<file path="config.mk">
export PLATFORM = sky130hd
export DESIGN_NAME = ppmu_csr
export DESIGN_NICKNAME = d
export VERILOG_FILES = /design/src/rtl/ppmu_pkg.sv /design/src/rtl/ppmu_csr.sv
export SDC_FILE = /design/constraint.sdc
export NUM_CORES = 1
export LEC_CHECK = 0
export ABC_CLOCK_PERIOD_IN_PS = 1900
export BUFFER_PORTS_ARGS = -buffer_cell sky130_fd_sc_hd__buf_2
export CAP_MARGIN = 25
export CORE_MARGIN = 2
export CORE_UTILIZATION = 30
export DETAILED_ROUTE_END_ITERATION = 10
export GPL_ROUTABILITY_DRIVEN = 0
export GPL_TIMING_DRIVEN = 0
export SETUP_SLACK_MARGIN = 0.15
export SYNTH_ARGS = -nofsm -noshare
export SYNTH_HDL_FRONTEND = slang
export SYNTH_SLANG_ARGS = --single-unit
</file>
<file path="constraint.sdc">
create_clock -name clock -period 1.9 [get_ports clock]
set_input_delay 0.19 -clock clock [delete_from_list [all_inputs] [get_ports clock]]
set_output_delay 0.19 -clock clock [all_outputs]
set_load 0.005 [all_outputs]
</file>
<file path="src/rtl/ppmu_pkg.sv">
// Shared types, constants and the arctangent table for the particle pose
// motion update pipeline. No dependencies.
`default_nettype none
package ppmu_pkg;

   localparam int XW = 49;              // CORDIC x/y datapath, Q17.32 plus headroom
   localparam int ZW = 33;              // CORDIC residual angle
   localparam int CSR_AW = 2;
   localparam int MAX_STAGES = 32;

   localparam logic [31:0] GAIN_Q32 = 32'h9B74EDA8;

   localparam logic [CSR_AW-1:0] CSR_STEP_DISTANCE  = 2'd0;
   localparam logic [CSR_AW-1:0] CSR_STEP_DIRECTION = 2'd1;
   localparam logic [CSR_AW-1:0] CSR_STEP_TURN      = 2'd2;

   typedef struct packed {
      logic [30:0] step_distance;
      logic [31:0] step_direction;
      logic [31:0] step_turn;
   } cfg_type;

   typedef struct packed {
      logic signed [XW-1:0] x;
      logic signed [XW-1:0] y;
      logic signed [ZW-1:0] z;
      logic signed [31:0]   pos_x;
      logic signed [31:0]   pos_y;
      logic signed [31:0]   new_heading;
   } cordic_type;

   function automatic logic [31:0] atan_angle(input logic [4:0] idx);
      logic [31:0] r;
      unique case (idx)
         5'd0:  r = 32'h20000000;
         5'd1:  r = 32'h12E4051E;
         5'd2:  r = 32'h09FB385B;
         5'd3:  r = 32'h051111D4;
         5'd4:  r = 32'h028B0D43;
         5'd5:  r = 32'h0145D7E1;
         5'd6:  r = 32'h00A2F61E;
         5'd7:  r = 32'h00517C55;
         5'd8:  r = 32'h0028BE53;
         5'd9:  r = 32'h00145F2F;
         5'd10: r = 32'h000A2F98;
         5'd11: r = 32'h000517CC;
         5'd12: r = 32'h00028BE6;
         5'd13: r = 32'h000145F3;
         5'd14: r = 32'h0000A2FA;
         5'd15: r = 32'h0000517D;
         5'd16: r = 32'h000028BE;
         5'd17: r = 32'h0000145F;
         5'd18: r = 32'h00000A30;
         5'd19: r = 32'h00000518;
         5'd20: r = 32'h0000028C;
         5'd21: r = 32'h00000146;
         5'd22: r = 32'h000000A3;
         5'd23: r = 32'h00000051;
         5'd24: r = 32'h00000029;
         5'd25: r = 32'h00000014;
         5'd26: r = 32'h0000000A;
         5'd27: r = 32'h00000005;
         5'd28: r = 32'h00000003;
         5'd29: r = 32'h00000001;
         5'd30: r = 32'h00000001;
         5'd31: r = 32'h00000000;
      endcase
      return r;
   endfunction

endpackage
`default_nettype wire

</file>
<file path="src/rtl/ppmu_csr.sv">
// Step registers (distance, direction, turn) behind the write channel.
// Depends on ppmu_pkg.
`default_nettype none
module ppmu_csr (
   input  logic                        clock,
   input  logic                        reset,
   input  logic                        wr_valid,
   output logic                        wr_ready,
   input  logic [ppmu_pkg::CSR_AW-1:0] wr_addr,
   input  logic [31:0]                 wr_data,
   output ppmu_pkg::cfg_type           cfg
);
   ppmu_pkg::cfg_type cfg_ff;
   ppmu_pkg::cfg_type cfg_in;

   assign wr_ready = 1'b1;
   assign cfg      = cfg_ff;

   always_comb begin
      cfg_in = cfg_ff;
      if (wr_valid) begin
         unique case (wr_addr)
            ppmu_pkg::CSR_STEP_DISTANCE:  cfg_in.step_distance  = wr_data[30:0];
            ppmu_pkg::CSR_STEP_DIRECTION: cfg_in.step_direction = wr_data;
            ppmu_pkg::CSR_STEP_TURN:      cfg_in.step_turn      = wr_data;
            default:                      cfg_in = cfg_ff;
         endcase
      end
   end

   always_ff @(posedge clock) begin
      if (reset) begin
         cfg_ff <= '0;
      end else begin
         cfg_ff <= cfg_in;
      end
   end
endmodule
`default_nettype wire

</file>
After elaboration in Yosys (flattened, before gate mapping)
Index checks and enable logic that the tools add are counted.
- bits in registers: 95
- input bits: 37
- logic and storage cells: 9
- equality and inequality tests: 2
- reduce and logical (&&, ||, !) cells: 4
- operators by type and width (cell ; count):
    $reduce_and A2 Y1 ; 3
    $eq A2 B1 Y1 const B ; 1
    $eq A2 B2 Y1 const B ; 1
    $logic_not A2 Y1 ; 1

Logic depth before layout (Yosys ltp)
Gate-level depths: netlist of run 1.
- depth in word-level cells: 2
- depth in mapped cells: 5

Least setup slack after synthesis of run 1
Ideal clock, no wire load.
- kind: input to register
- start: input port reset
- end: register cfg_ff (netlist bit cfg[57])
- arrival time: 0.855 ns
- required time: 1.776 ns
- path slack: 0.921 ns
- stages on the path: 5
- buffers on the path: 3
- path through: buf_2 buf_2 clkbuf_1 nand2b_1 mux2i_1
- RTL lines (item ; line ; RTL):
    start, declared ; ppmu_csr.sv:6 ; input logic reset,
    end signal, assigned ; ppmu_csr.sv:35 ; cfg_ff <= cfg_in;
    end, declared ; ppmu_csr.sv:13 ; ppmu_pkg::cfg_type cfg_ff;

==> out/results.env, run 1 <==
TIMING.CLOCK.SKEW_NS=0
CELLPOWERDENSITY_nW_PER_UM2=895.3
DETAILEDPLACEMENTHPWL_MM=7.098
YOSYSSEQAREASHARE_PCT=49.25
CRIT_FANOUT=10
NUMBER_OF_ANTENNA_VIOLATIONS_AT_THE_FIRST_CHECK_IN_GLOBAL_ROUTING=0
FLOORPLAN.IO_PINS=133
VIAS_PER_CELL=4.301
POSTCTSHOLDBUFS=0
ROOT_BUFFER='sky130_fd_sc_hd__clkbuf_16'
POWER_W=0.004537
CLKSLEWWORSTSETUPHOLDPATHS_NS=0.06
CRIT_TYPE='input pin to register'
FINAL.PERIOD_UTILIZATION_PCT=54.55
CTSLONGESTPATHBUFFERS=2
FIRST_GLOBAL_VIAS=2943
NUMCLOCKSINKS=95
POST-PLACE-WS_NS=0.4740
FLOORPLAN.DIE.WIDTH_UM=117.5
CTS_RESIZED=0
DETAIL_ROUTE.WIRELENGTH_MM=9.587
DETAIL_ROUTE.DRC_VIOLATIONS=0
CRIT_PATH_END_KIND='register'
CRITICAL_PATH_ARRIVAL_NS=1.25
DIE_H_UM=117.5
COUNT_OF_BUFFERS_INSERTED_AT_THE_TOP_LEVEL_PORTS=130
DIE_AREA_UM2=13790
PLEAK_nW=2.555
DRC_MARKER_COUNT_FROM_THE_FIRST_DETAILED_ROUTE_ITERATION=75
SWITCHING_POWER_W=0.0009499
NUM_ANTENNA_CELLS=0
RUN_STATUS='completed'
POWER.SEQUENTIAL.FRACTION_PCT=46.3
MULTI_INPUT_GATE_AREA_UM2=1795
POST_ROUTE_CELLS_DRIVE_ABOVE_1_SHARE_PCT=32.26
LARGEST_REGISTER_FF_COUNT=95
GRT_OVERFLOW=0
NUM_VIAS=2873
TIMING_MAX_TRANSITION_VIOLATIONS_FINAL=0
CTS_SETUP_BUFFERS=0
POWER_SWITCHING_SHARE_PCT=20.94
CLOCK_POWER_SHARE_PCT=45.2
AREAGROWTHSYNTHTOFINISH_PCT=31.24
ANTENNA_VIOLATING_NETS_POST_ROUTE=0
FINALWORSTPATHREQUIREDPERIOD_NS=1.036
SYNTH-SEQ-CELLS=95
NNETSFINAL=528
CELL_VARIETY_AFTER_SYNTH=12
FINAL-SEQ-AREA_UM2=1902
R2R_SETUP_SLACK_NS=1.28
SYNTHESIS.NETS=387
MAX_CAP_VIOLATIONS=0
FINAL.SETUP.TNS_NS=0
SYNTH_AREA_UM2=3861
ROUTE.DETAILED.WL_PER_INST_UM=14.35
SYNTHESIS.AREA_PER_INSTANCE_UM2=11.03
POWER.SHARE.COMBINATIONAL_PCT=8.6
FINAL_UTIL_PCT=40.32
GRT_SETUP_UNREPAIRED='no'
TRITONCTS_BUFFERS=9
WORST_IR_DROP_VDD_mV=0.5328
DR.PASS1.ITERS=4
WORSTHOLDPATHTYPE='input pin to register'
CTS.HTREE.LEVELS=3
SYNTH-WARNING-COUNT=0
GRT_USAGE_PCT=13.95
FILLER_CELL_COUNT=1237
INITIAL_UTILIZATION_PCT=30.72
SYNTH_CELLS=350
CLKLATENCYLATEPIN_NS=0.33
MAX_FREQ_MHz=964.8
INTERNAL_POWER_W=0.003587
WORST-ENDPOINT-REQUIRED_NS=2.12
FINALHOLDVIOLATIONS=0
WIRE_LENGTH_OF_THE_FIRST_GLOBAL_ROUTING_PASS_MM=15.17
CP-START-KIND='input pin'
SETUP-VIOLATIONS-FINAL=0
FLOORPLAN.CORE_AREA_UM2=12570
FINALWORSTSETUPSLACK_NS=0.8635
TRITONCTS_CLOCK_TREE='yes'
FP-ROW-COUNT=41
GRT_START_MAX_NET_PINS=15
-- routing by layer --
metal	part of all wire (%)	GRT usage (%)
met3	7.0	5.233
met5	0	0
met1	45	17.06
met2	46	22.81
met4	1.8	4.367
-- critical path, stage by stage --
cell	delay, ns
sky130_fd_sc_hd__buf_2	0.19
sky130_fd_sc_hd__buf_2	0.27
sky130_fd_sc_hd__clkbuf_1	0.37
sky130_fd_sc_hd__nand2b_1	0.17
sky130_fd_sc_hd__mux2i_1	0.07
-- placed cells by master, fill, tap and decap left out, types with 2 or more instances in the layout --
| master | instances |
|---|---|
| sky130_fd_sc_hd__buf_6 | 5 |
| sky130_fd_sc_hd__clkbuf_16 | 9 |
| sky130_fd_sc_hd__nand2b_1 | 127 |
| sky130_fd_sc_hd__bufinv_16 | 3 |
| sky130_fd_sc_hd__nand3b_1 | 2 |
| sky130_fd_sc_hd__mux2i_1 | 95 |
| sky130_fd_sc_hd__clkbuf_1 | 15 |
| sky130_fd_sc_hd__buf_4 | 5 |
| sky130_fd_sc_hd__buf_2 | 135 |
| sky130_fd_sc_hd__dfxtp_1 | 95 |
-- layout make-up --
type / count / share of cell area (%)
tap: 172 / 4.247
sequential: 95 / 37.53
multi-input combinational: 228 / 35.43
clock buffer: 13 / 4.938
clock inverter: 3 / 1.778
buffer: 27 / 3.235
timing repair buffer: 130 / 12.84
-- power groups by stage --
stage          sequential (W)  combinational, W  clock (W)
5_1_grt               0.00211          0.000428    0.00220
6_report              0.00210          0.000389    0.00205
3_5_place_dp          0.00214          0.000397          0
4_1_cts               0.00210          0.000399    0.00210
3_3_place_gp          0.00214          0.000391          0
2_1_floorplan         0.00215          0.000217          0
-- synthesized netlist by cell type, drive strengths merged --
library cell  count  share of area (%)
nor3b             1               0.32
mux2i            95                 25
clkbuf           12                1.2
conb              1              0.097
and3b             1               0.26
buf              15                3.1
nand3b            2               0.39
nand2b          127                 21
or3b              1               0.23
dfxtp            95                 49
-- logic make-up (layout without fill, tap and decap cells) --
family                 count (synthesis)  after routing  synth area share [%]
DFF                                   95             95                 49.25
and+or+nand+nor                      132            132                 21.78
buffers and inverters                 27            173                 4.245
muxes                                 95             95                 24.63
other                                  1              1               0.09712
-- per-stage QoR --
| stage | instances | hold slack [ns] | instance area, um^2 |
|---|---|---|---|
| after floorplan | 350 | 0.3659 | 3861 |
| after global placement | 652 | 0.4582 | 4727 |
| after detailed placement | 652 | 0.4600 | 4727 |
| after CTS | 668 | 0.1543 | 5067 |
| after global routing | 668 | 0.1766 | 5067 |
| final | 668 | 0.1635 | 5067 |
-- final timing paths --
path | start | endpoint | cells past startpoint
setup / recovery | reset | cfg[68] | 5
hold / removal | wr_data[18] | cfg[18] | 3
setup reg to reg | cfg[93] | cfg[93] | 2
hold reg to reg | cfg[59] | cfg[59] | 2
Note: power is estimated with default switching activity, not from simulation.
==> inputs of run 2 (changes only) <==
--- a/config.mk
+++ b/config.mk
@@ -5,7 +5,8 @@
 export SDC_FILE = /design/constraint.sdc
 export NUM_CORES = 1
 export LEC_CHECK = 0
-export ABC_CLOCK_PERIOD_IN_PS = 1900
+export ABC_AREA = 1
+export ABC_CLOCK_PERIOD_IN_PS = 1000
 export BUFFER_PORTS_ARGS = -buffer_cell sky130_fd_sc_hd__buf_2
 export CAP_MARGIN = 25
 export CORE_MARGIN = 2
==> constraint.sdc (replaced) <==
create_clock -name clock -period 1 [get_ports clock]
set_input_delay 0.1 -clock clock [delete_from_list [all_inputs] [get_ports clock]]
set_output_delay 0.1 -clock clock [all_outputs]
set_load 0.005 [all_outputs]
==> run 2 against run 1 <==
  * Cell count rose by 41%
  * Flip-flop and latch count did not move
  * Area after synthesis rose by 4.7%
  * Clock power rose by 95%
  * Worst setup slack got worse by 0.75 ns
  * Synthesized cell count rose by 75%
  * Critical path type is now register to output pin
==> out/results.env, run 2 <==
RUN_STATUS='completed'
CP-START-KIND='register'
FLOORPLAN.IO_PINS=133  # unchanged
GRT_USAGE_PCT=16.30  # +2.3 points
PLEAK_nW=3.159  # +24%
NUMCLOCKSINKS=95  # unchanged
CRIT_PATH_END_KIND='output pin'
NUMBER_OF_ANTENNA_VIOLATIONS_AT_THE_FIRST_CHECK_IN_GLOBAL_ROUTING=0  # unchanged
POST-PLACE-WS_NS=-0.2705  # -0.7445 ns
SYNTHESIS.NETS=650  # +68%
LARGEST_REGISTER_FF_COUNT=95  # unchanged
MAX_CAP_VIOLATIONS=0  # unchanged
INITIAL_UTILIZATION_PCT=30.66  # -0.063 points
ROOT_BUFFER='sky130_fd_sc_hd__clkbuf_16'
NUM_VIAS=3883  # +35%
NNETSFINAL=798  # +51%
COUNT_OF_BUFFERS_INSERTED_AT_THE_TOP_LEVEL_PORTS=130  # unchanged
CRITICAL_PATH_ARRIVAL_NS=0.79  # -0.46 ns
FINALNONFILLERCELLS=942  # +41%
DETAIL_ROUTE.WIRELENGTH_MM=11.45  # +19%
FINALWORSTPATHREQUIREDPERIOD_NS=0.8895
MET3WIRELENGTH_UM=822  # +23%
CRITICAL_PATH_BUF_INV_COUNT=1  # -2
ASYNC_FLOP_SHARE_PCT=0  # unchanged
TIMING.CRITICAL_PATH.CELLS='buf_2'
FINALWORSTSETUPSLACK_NS=0.1105  # -0.7531 ns
SYNTH_COMMON_CELLS='159 x sky130_fd_sc_hd__nand2_1, 159 x sky130_fd_sc_hd__nor2_1, 97 x sky130_fd_sc_hd__inv_1, 95 x sky130_fd_sc_hd__dfxtp_1'
FLOORPLAN.CORE_AREA_UM2=13190  # +4.9%
CTSLONGESTPATHBUFFERS=2  # unchanged
SYNTHESIS.AREA_PER_INSTANCE_UM2=6.597  # -40%
CRIT_FANOUT=2  # -8
TRITONCTS_CLOCK_TREE='yes'
CELLPOWERDENSITY_nW_PER_UM2=1644  # +84%
FLOORPLAN.DIE.WIDTH_UM=120.1  # +2.3%
SYNTH_AREA_UM2=4044  # +4.7%
PLACED_CELLS_INCL_TAPS=919  # +41%
GRT_SETUP_UNREPAIRED='yes'
VIAS_PER_CELL=4.122  # -4.2%
GRT_START_MAX_NET_PINS=16  # +1
FINALHOLDVIOLATIONS=0  # unchanged
FIRST_GLOBAL_VIAS=3668  # +25%
MAX-SLEW-MARGIN-REL_PCT=61.54
SYNTH_TOP_AREA_SHARE_PCT=47.03  # -2.2 points
SYNTHDOMINANTAREACELLTYPE='sky130_fd_sc_hd__dfxtp_1'
FINAL-SEQ-AREA_UM2=2021  # +6.3%
SYNTH-WARNING-COUNT=0  # unchanged
DIE_AREA_UM2=14420  # +4.6%
DETAILEDPLACEMENTHPWL_MM=8.160  # +15%
CRIT_TYPE='register to output pin'
SYNTH_CELLS=613  # +75%
FILLER_CELL_COUNT=1387  # +12%
MET2ROUTEDLENGTH_MM=5.036  # +15%
WORSTHOLDPATHTYPE='input pin to register'
SYNTH_ENABLE_FLOP_CELLS=0  # unchanged
TIMING.CLOCK.SKEW_NS=0  # unchanged
CLKSLEWWORSTSETUPHOLDPATHS_NS=0.07  # about the same
TOP_LAYER_USED='met4'
WORST-ENDPOINT-REQUIRED_NS=0.90  # -1.22 ns
WORST_IR_DROP_VDD_mV=0.8691  # +63%
DETAIL_ROUTE.DRC_VIOLATIONS=0  # unchanged
POST_ROUTE_CELLS_DRIVE_ABOVE_1_SHARE_PCT=36.55  # +4.3 points
SYNTH_TOP_FLOP_CELL='sky130_fd_sc_hd__dfxtp_1'
POWER_W=0.009292  # +100%
FINAL.PERIOD_UTILIZATION_PCT=88.95
DRC_MARKER_COUNT_FROM_THE_FIRST_DETAILED_ROUTE_ITERATION=227  # +200%
WORSTMARGINPINSLEW_NS=0.5769
CLKLATENCYLATEPIN_NS=0.34  # about the same
NETLIST_TOP_CELLS_AREA='sky130_fd_sc_hd__dfxtp_1 47%, sky130_fd_sc_hd__nand2_1 15%, sky130_fd_sc_hd__nor2_1 15%'
SETUP-VIOLATIONS-FINAL=0  # unchanged
CP_SLOWEST_CELL='sky130_fd_sc_hd__dfxtp_2'
FINAL_UTIL_PCT=42.85  # +2.5 points
ROUTE.DETAILED.WL_PER_INST_UM=12.16  # -15%
LAYOUT_COMMON_CELLS='159 x sky130_fd_sc_hd__nand2_1, 159 x sky130_fd_sc_hd__nor2_1, 110 x sky130_fd_sc_hd__buf_2'
TIMING_MAX_TRANSITION_VIOLATIONS_FINAL=0  # unchanged
MULTI_INPUT_GATE_AREA_UM2=1554  # -13%
ANTENNA_VIOLATING_NETS_POST_ROUTE=0  # unchanged
TRITONCTS_BUFFERS=9  # unchanged
WL_MET1_MM=5.516  # +27%
NUM_ANTENNA_CELLS=0  # unchanged
CRITICAL-PATH-TOP-DELAY-FAMILY='flip-flops'
WIRE_LENGTH_OF_THE_FIRST_GLOBAL_ROUTING_PASS_MM=18.42  # +21%
GRT_OVERFLOW=0  # unchanged
CELL_VARIETY_AFTER_SYNTH=15  # +3
CTS.HTREE.LEVELS=3  # unchanged
AREAGROWTHSYNTHTOFINISH_PCT=39.76
SYNTH-SEQ-CELLS=95  # unchanged
YOSYSSEQAREASHARE_PCT=47.03  # -2.2 points
MAX_FREQ_MHz=1124
MAX_STAGE_DELAY_NS=0.34  # -0.03 ns
DIE_H_UM=120.1  # +2.3%
HOLD-WORST-SLACK_NS=0.01833  # -0.1451 ns
DR.PASS1.ITERS=5  # +1
FP-ROW-COUNT=42  # +2.4%
run 2: cell count changes in the layout (fill, tap and decap cells not counted), sizes merged, moves of 19 or more:
cell,before,now
nand2b,127,0
nand2,0,159
mux2i,95,0
a21oi,0,31
nand3,0,33
buf,145,164
inv,0,98
nor2,0,160
run 2: final timing paths:
path                    start  endpoint  slack, ns  depth (start not counted)
hold reg to reg       cfg[69]   cfg[69]       0.47                          2
setup / recovery      cfg[67]   cfg[67]       0.11                          1
setup reg to reg      cfg[72]   cfg[72]       0.17                          4
hold / removal    wr_data[26]   cfg[58]       0.02                          3
run 2: kinds of logic (layout without fill, tap and decap cells):
kind of cell           count (synthesis)  after routing  synth area share (%)
buffers and inverters                134            287                 14.54
DFF                                   95             95                 47.03
and+or+nand+nor                      352            352                 34.50
other                                  1              1               0.09273
AOI/OAI and AO/OA                     31             31                 3.837
run 2: area by class of cell:
class / count / area share [%]
timing repair buffer: 137 / 16.25
clock buffer: 10 / 4.228
buffer: 36 / 3.963
multi-input combinational: 384 / 27.50
sequential: 95 / 35.75
inverter: 98 / 6.509
tap: 176 / 3.896
clock inverter: 6 / 1.904
run 2: worst min-delay path, stage by stage:
cell and delay [ns]:
sky130_fd_sc_hd__buf_2 0.10, sky130_fd_sc_hd__nor2_1 0.05, sky130_fd_sc_hd__nor2_1 0.08
run 2: per-layer routing:
metal  global-route usage [%]  up-vias
li1                         -     2075
met5                        0        -
met2                    25.92       86
met1                    21.19     1715
met3                    5.751        7
met4                    3.750        0
run 2: repair_timing:
item / CTS / global route
hold endpoints to repair: 2 / 0
setup buffers: 5 / 1
resized for setup: 108 / 23
endpoints found under the setup margin: 105 / 96
hold buffers: 1 / 0
run 2: metrics by stage:
stage	instance area, um^2	setup TNS, ns
floorplan	4044	0
global placement	4915	-4.367
detailed placement	4915	-5.038
CTS	5519	0
global route	5652	0
finish	5652	0
run 2: power by group:
part           internal [W]  switching, W
combinational      0.000522      0.000633
sequential          0.00402      0.000114
clock               0.00251       0.00150
==> inputs of run 3 (changes only) <==
--- a/config.mk
+++ b/config.mk
@@ -6,7 +6,7 @@
 export NUM_CORES = 1
 export LEC_CHECK = 0
 export ABC_AREA = 1
-export ABC_CLOCK_PERIOD_IN_PS = 1000
+export ABC_CLOCK_PERIOD_IN_PS = 1100
 export BUFFER_PORTS_ARGS = -buffer_cell sky130_fd_sc_hd__buf_2
 export CAP_MARGIN = 25
 export CORE_MARGIN = 2
==> constraint.sdc (replaced) <==
create_clock -name clock -period 1.1 [get_ports clock]
set_input_delay 0.11 -clock clock [delete_from_list [all_inputs] [get_ports clock]]
set_output_delay 0.11 -clock clock [all_outputs]
set_load 0.005 [all_outputs]
==> run 3 against run 2 <==
  * Die area stayed put
  * First-iteration DRC count is 7.0% lower
  * Clock skew stayed put
  * Combinational power is 17% lower
  * Utilization is 2.8 points lower
  * Critical endpoint is now cfg[16]
  * Largest cell class unchanged
  * Highest routed layer unchanged
==> out/results.env, run 3 (synthesized netlist as in run 2, its figures left out) <==
RUN_STATUS='completed'
FINALHOLDVIOLATIONS=0  # unchanged
GRT_OVERFLOW=0  # unchanged
TRITONCTS_BUFFERS=9  # unchanged
ROOT_BUFFER='sky130_fd_sc_hd__clkbuf_16'
NNETSFINAL=791  # -0.88%
SETUP-VIOLATIONS-FINAL=0  # unchanged
CELLPOWERDENSITY_nW_PER_UM2=1568  # -4.6%
WORSTHOLDPATHTYPE='input pin to register'
INITIAL_UTILIZATION_PCT=30.66  # unchanged
WORSTMARGINPINSLEW_NS=0.5652  # -0.01170 ns
POWER_W=0.008288  # -11%
GRT_SETUP_UNREPAIRED='no'
NUM_ANTENNA_CELLS=0  # unchanged
DPL_CELL_AREA_UM2=4915  # unchanged
CRITICAL_PATH_ARRIVAL_NS=0.80  # about the same
TIMING.CRITICAL_PATH.CELLS='buf_2'
DIE_AREA_UM2=14420  # unchanged
DRC_MARKER_COUNT_FROM_THE_FIRST_DETAILED_ROUTE_ITERATION=211  # -7.0%
MAX_CAP_VIOLATIONS=0  # unchanged
CRIT_FANOUT=2  # unchanged
TIMING_MAX_TRANSITION_VIOLATIONS_FINAL=0  # unchanged
FINAL.SETUP.TNS_NS=0  # unchanged
CRITICAL-PATH-TOP-DELAY-FAMILY='flip-flops'
ROUTE.DETAILED.WL_PER_INST_UM=11.88  # -2.3%
PLEAK_nW=3.062  # -3.1%
FIRST_GLOBAL_VIAS=3555  # -3.1%
CRIT_TYPE='register to output pin'
MAX_STAGE_DELAY_NS=0.35  # about the same
HOLD-WORST-SLACK_NS=0.01332  # -0.005008 ns
CLKLATENCYLATEPIN_NS=0.34  # about the same
NUM_VIAS=3845  # -0.98%
DETAILEDPLACEMENTHPWL_MM=8.160  # unchanged
CTS.HTREE.LEVELS=3  # unchanged
AREAGROWTHSYNTHTOFINISH_PCT=30.69
DETAIL_ROUTE.WIRELENGTH_MM=11.11  # -3.0%
NUMBER_OF_ANTENNA_VIOLATIONS_AT_THE_FIRST_CHECK_IN_GLOBAL_ROUTING=0  # unchanged
POST_ROUTE_CELLS_DRIVE_ABOVE_1_SHARE_PCT=25.96  # -11 points
FLOORPLAN.DIE.WIDTH_UM=120.1  # unchanged
VIAS_PER_CELL=4.112  # -0.24%
CRIT_PATH_END_KIND='output pin'
MAX_FREQ_MHz=1094
PLACED_CELLS_INCL_TAPS=919  # unchanged
WIRE_LENGTH_OF_THE_FIRST_GLOBAL_ROUTING_PASS_MM=17.93  # -2.7%
WORST_IR_DROP_VDD_mV=0.7832  # -9.9%
LAYOUT_COMMON_CELLS='159 x sky130_fd_sc_hd__nand2_1, 159 x sky130_fd_sc_hd__nor2_1, 144 x sky130_fd_sc_hd__buf_2'
COUNT_OF_BUFFERS_INSERTED_AT_THE_TOP_LEVEL_PORTS=130  # unchanged
PATH_DEPTH=1  # unchanged
FLOORPLAN.CORE_AREA_UM2=13190  # unchanged
LARGEST_REGISTER_FF_COUNT=95  # unchanged
MAX-SLEW-MARGIN-REL_PCT=62.32  # +0.78 points
WORST-ENDPOINT-REQUIRED_NS=0.99  # +0.09 ns
TIMING.CLOCK.SKEW_NS=0  # unchanged
NUMCLOCKSINKS=95  # unchanged
FINAL.PERIOD_UTILIZATION_PCT=83.08
TRITONCTS_CLOCK_TREE='yes'
DR.PASS1.ITERS=4  # -1
ANTENNA_VIOLATING_NETS_POST_ROUTE=0  # unchanged
CTS_SETUP_BUFFERS=0  # -5
DIE_H_UM=120.1  # unchanged
CP-START-KIND='register'
FINALNONFILLERCELLS=935  # -0.74%
CTSLONGESTPATHBUFFERS=2  # unchanged
WHS_PATH_DEPTH=3  # unchanged
FLOORPLAN.IO_PINS=133  # unchanged
FP-ROW-COUNT=42  # unchanged
POSTCTSHOLDBUFS=0  # -1
CP_SLOWEST_CELL='sky130_fd_sc_hd__dfxtp_1'
CRITICAL_PATH_BUF_INV_COUNT=1  # unchanged
R2R_SETUP_SLACK_NS=0.46  # +0.29 ns
DESIGN_AREA_UM2=5285  # -6.5%
CLKSLEWWORSTSETUPHOLDPATHS_NS=0.07  # about the same
REG2REG_DEPTH=4  # unchanged
DETAIL_ROUTE.DRC_VIOLATIONS=0  # unchanged
GRT_START_MAX_NET_PINS=16  # unchanged
FINALWORSTPATHREQUIREDPERIOD_NS=0.9139
GRT_USAGE_PCT=15.86  # -0.44 points
run 3: cell types whose count changed in the layout (fill, tap and decap cells not counted):
cell	previous run	this run
sky130_fd_sc_hd__buf_4	16	10
sky130_fd_sc_hd__dfxtp_1	0	77
sky130_fd_sc_hd__dfxtp_2	95	18
sky130_fd_sc_hd__clkbuf_4	1	0
sky130_fd_sc_hd__clkbuf_2	0	1
sky130_fd_sc_hd__dlygate4sd3_1	1	0
sky130_fd_sc_hd__buf_2	110	144
sky130_fd_sc_hd__buf_6	38	4
run 3: path summary, 6_finish.rpt:
kind             end         from
max          cfg[16]      cfg[16]
min          cfg[31]  wr_data[31]
max reg2reg  cfg[26]      cfg[26]
min reg2reg  cfg[89]      cfg[89]
run 3: stage by stage:
stage          worst slack (ns)  util, %
6_report                 0.1861    40.07
4_1_cts                  0.1569    39.89
3_5_place_dp            -0.1805    37.26
2_1_floorplan            0.2550        -
3_3_place_gp            -0.1584    37.26
5_1_grt                  0.1500    40.07
run 3: area by class of cell:
class                      instances  area (um^2)
clock inverter                     6        107.6
clock buffer                      10        239.0
inverter                          98        367.9
sequential                        95         1924
buffer                            36        221.5
tap                              176        220.2
multi-input combinational        384         1554
fill                            1426         7905
timing repair buffer             130        650.6
run 3: what timing repair did:
action / 4_1_cts / 5_1_grt
resized for setup: 0 / 19
endpoints found under the setup margin: 0 / 28
hold endpoints to repair: 0 / 0
run 3: power breakdown:
| part | internal, W | switching [W] |
|---|---|---|
| clock network | 0.00228 | 0.00134 |
| logic | 0.000389 | 0.000567 |
| registers | 0.00363 | 0.0000886 |
| total | 0.00629 | 0.00200 |
run 3: layer usage:
layer  vias to the layer above  part of all wire [%]  track usage, %
li1                       2064                     -               -
met4                         0                  0.70           3.750
met1                      1673                    49           21.01
met5                         -                     0               0
met2                       101                    43           24.68
met3                         7                   7.2           5.608
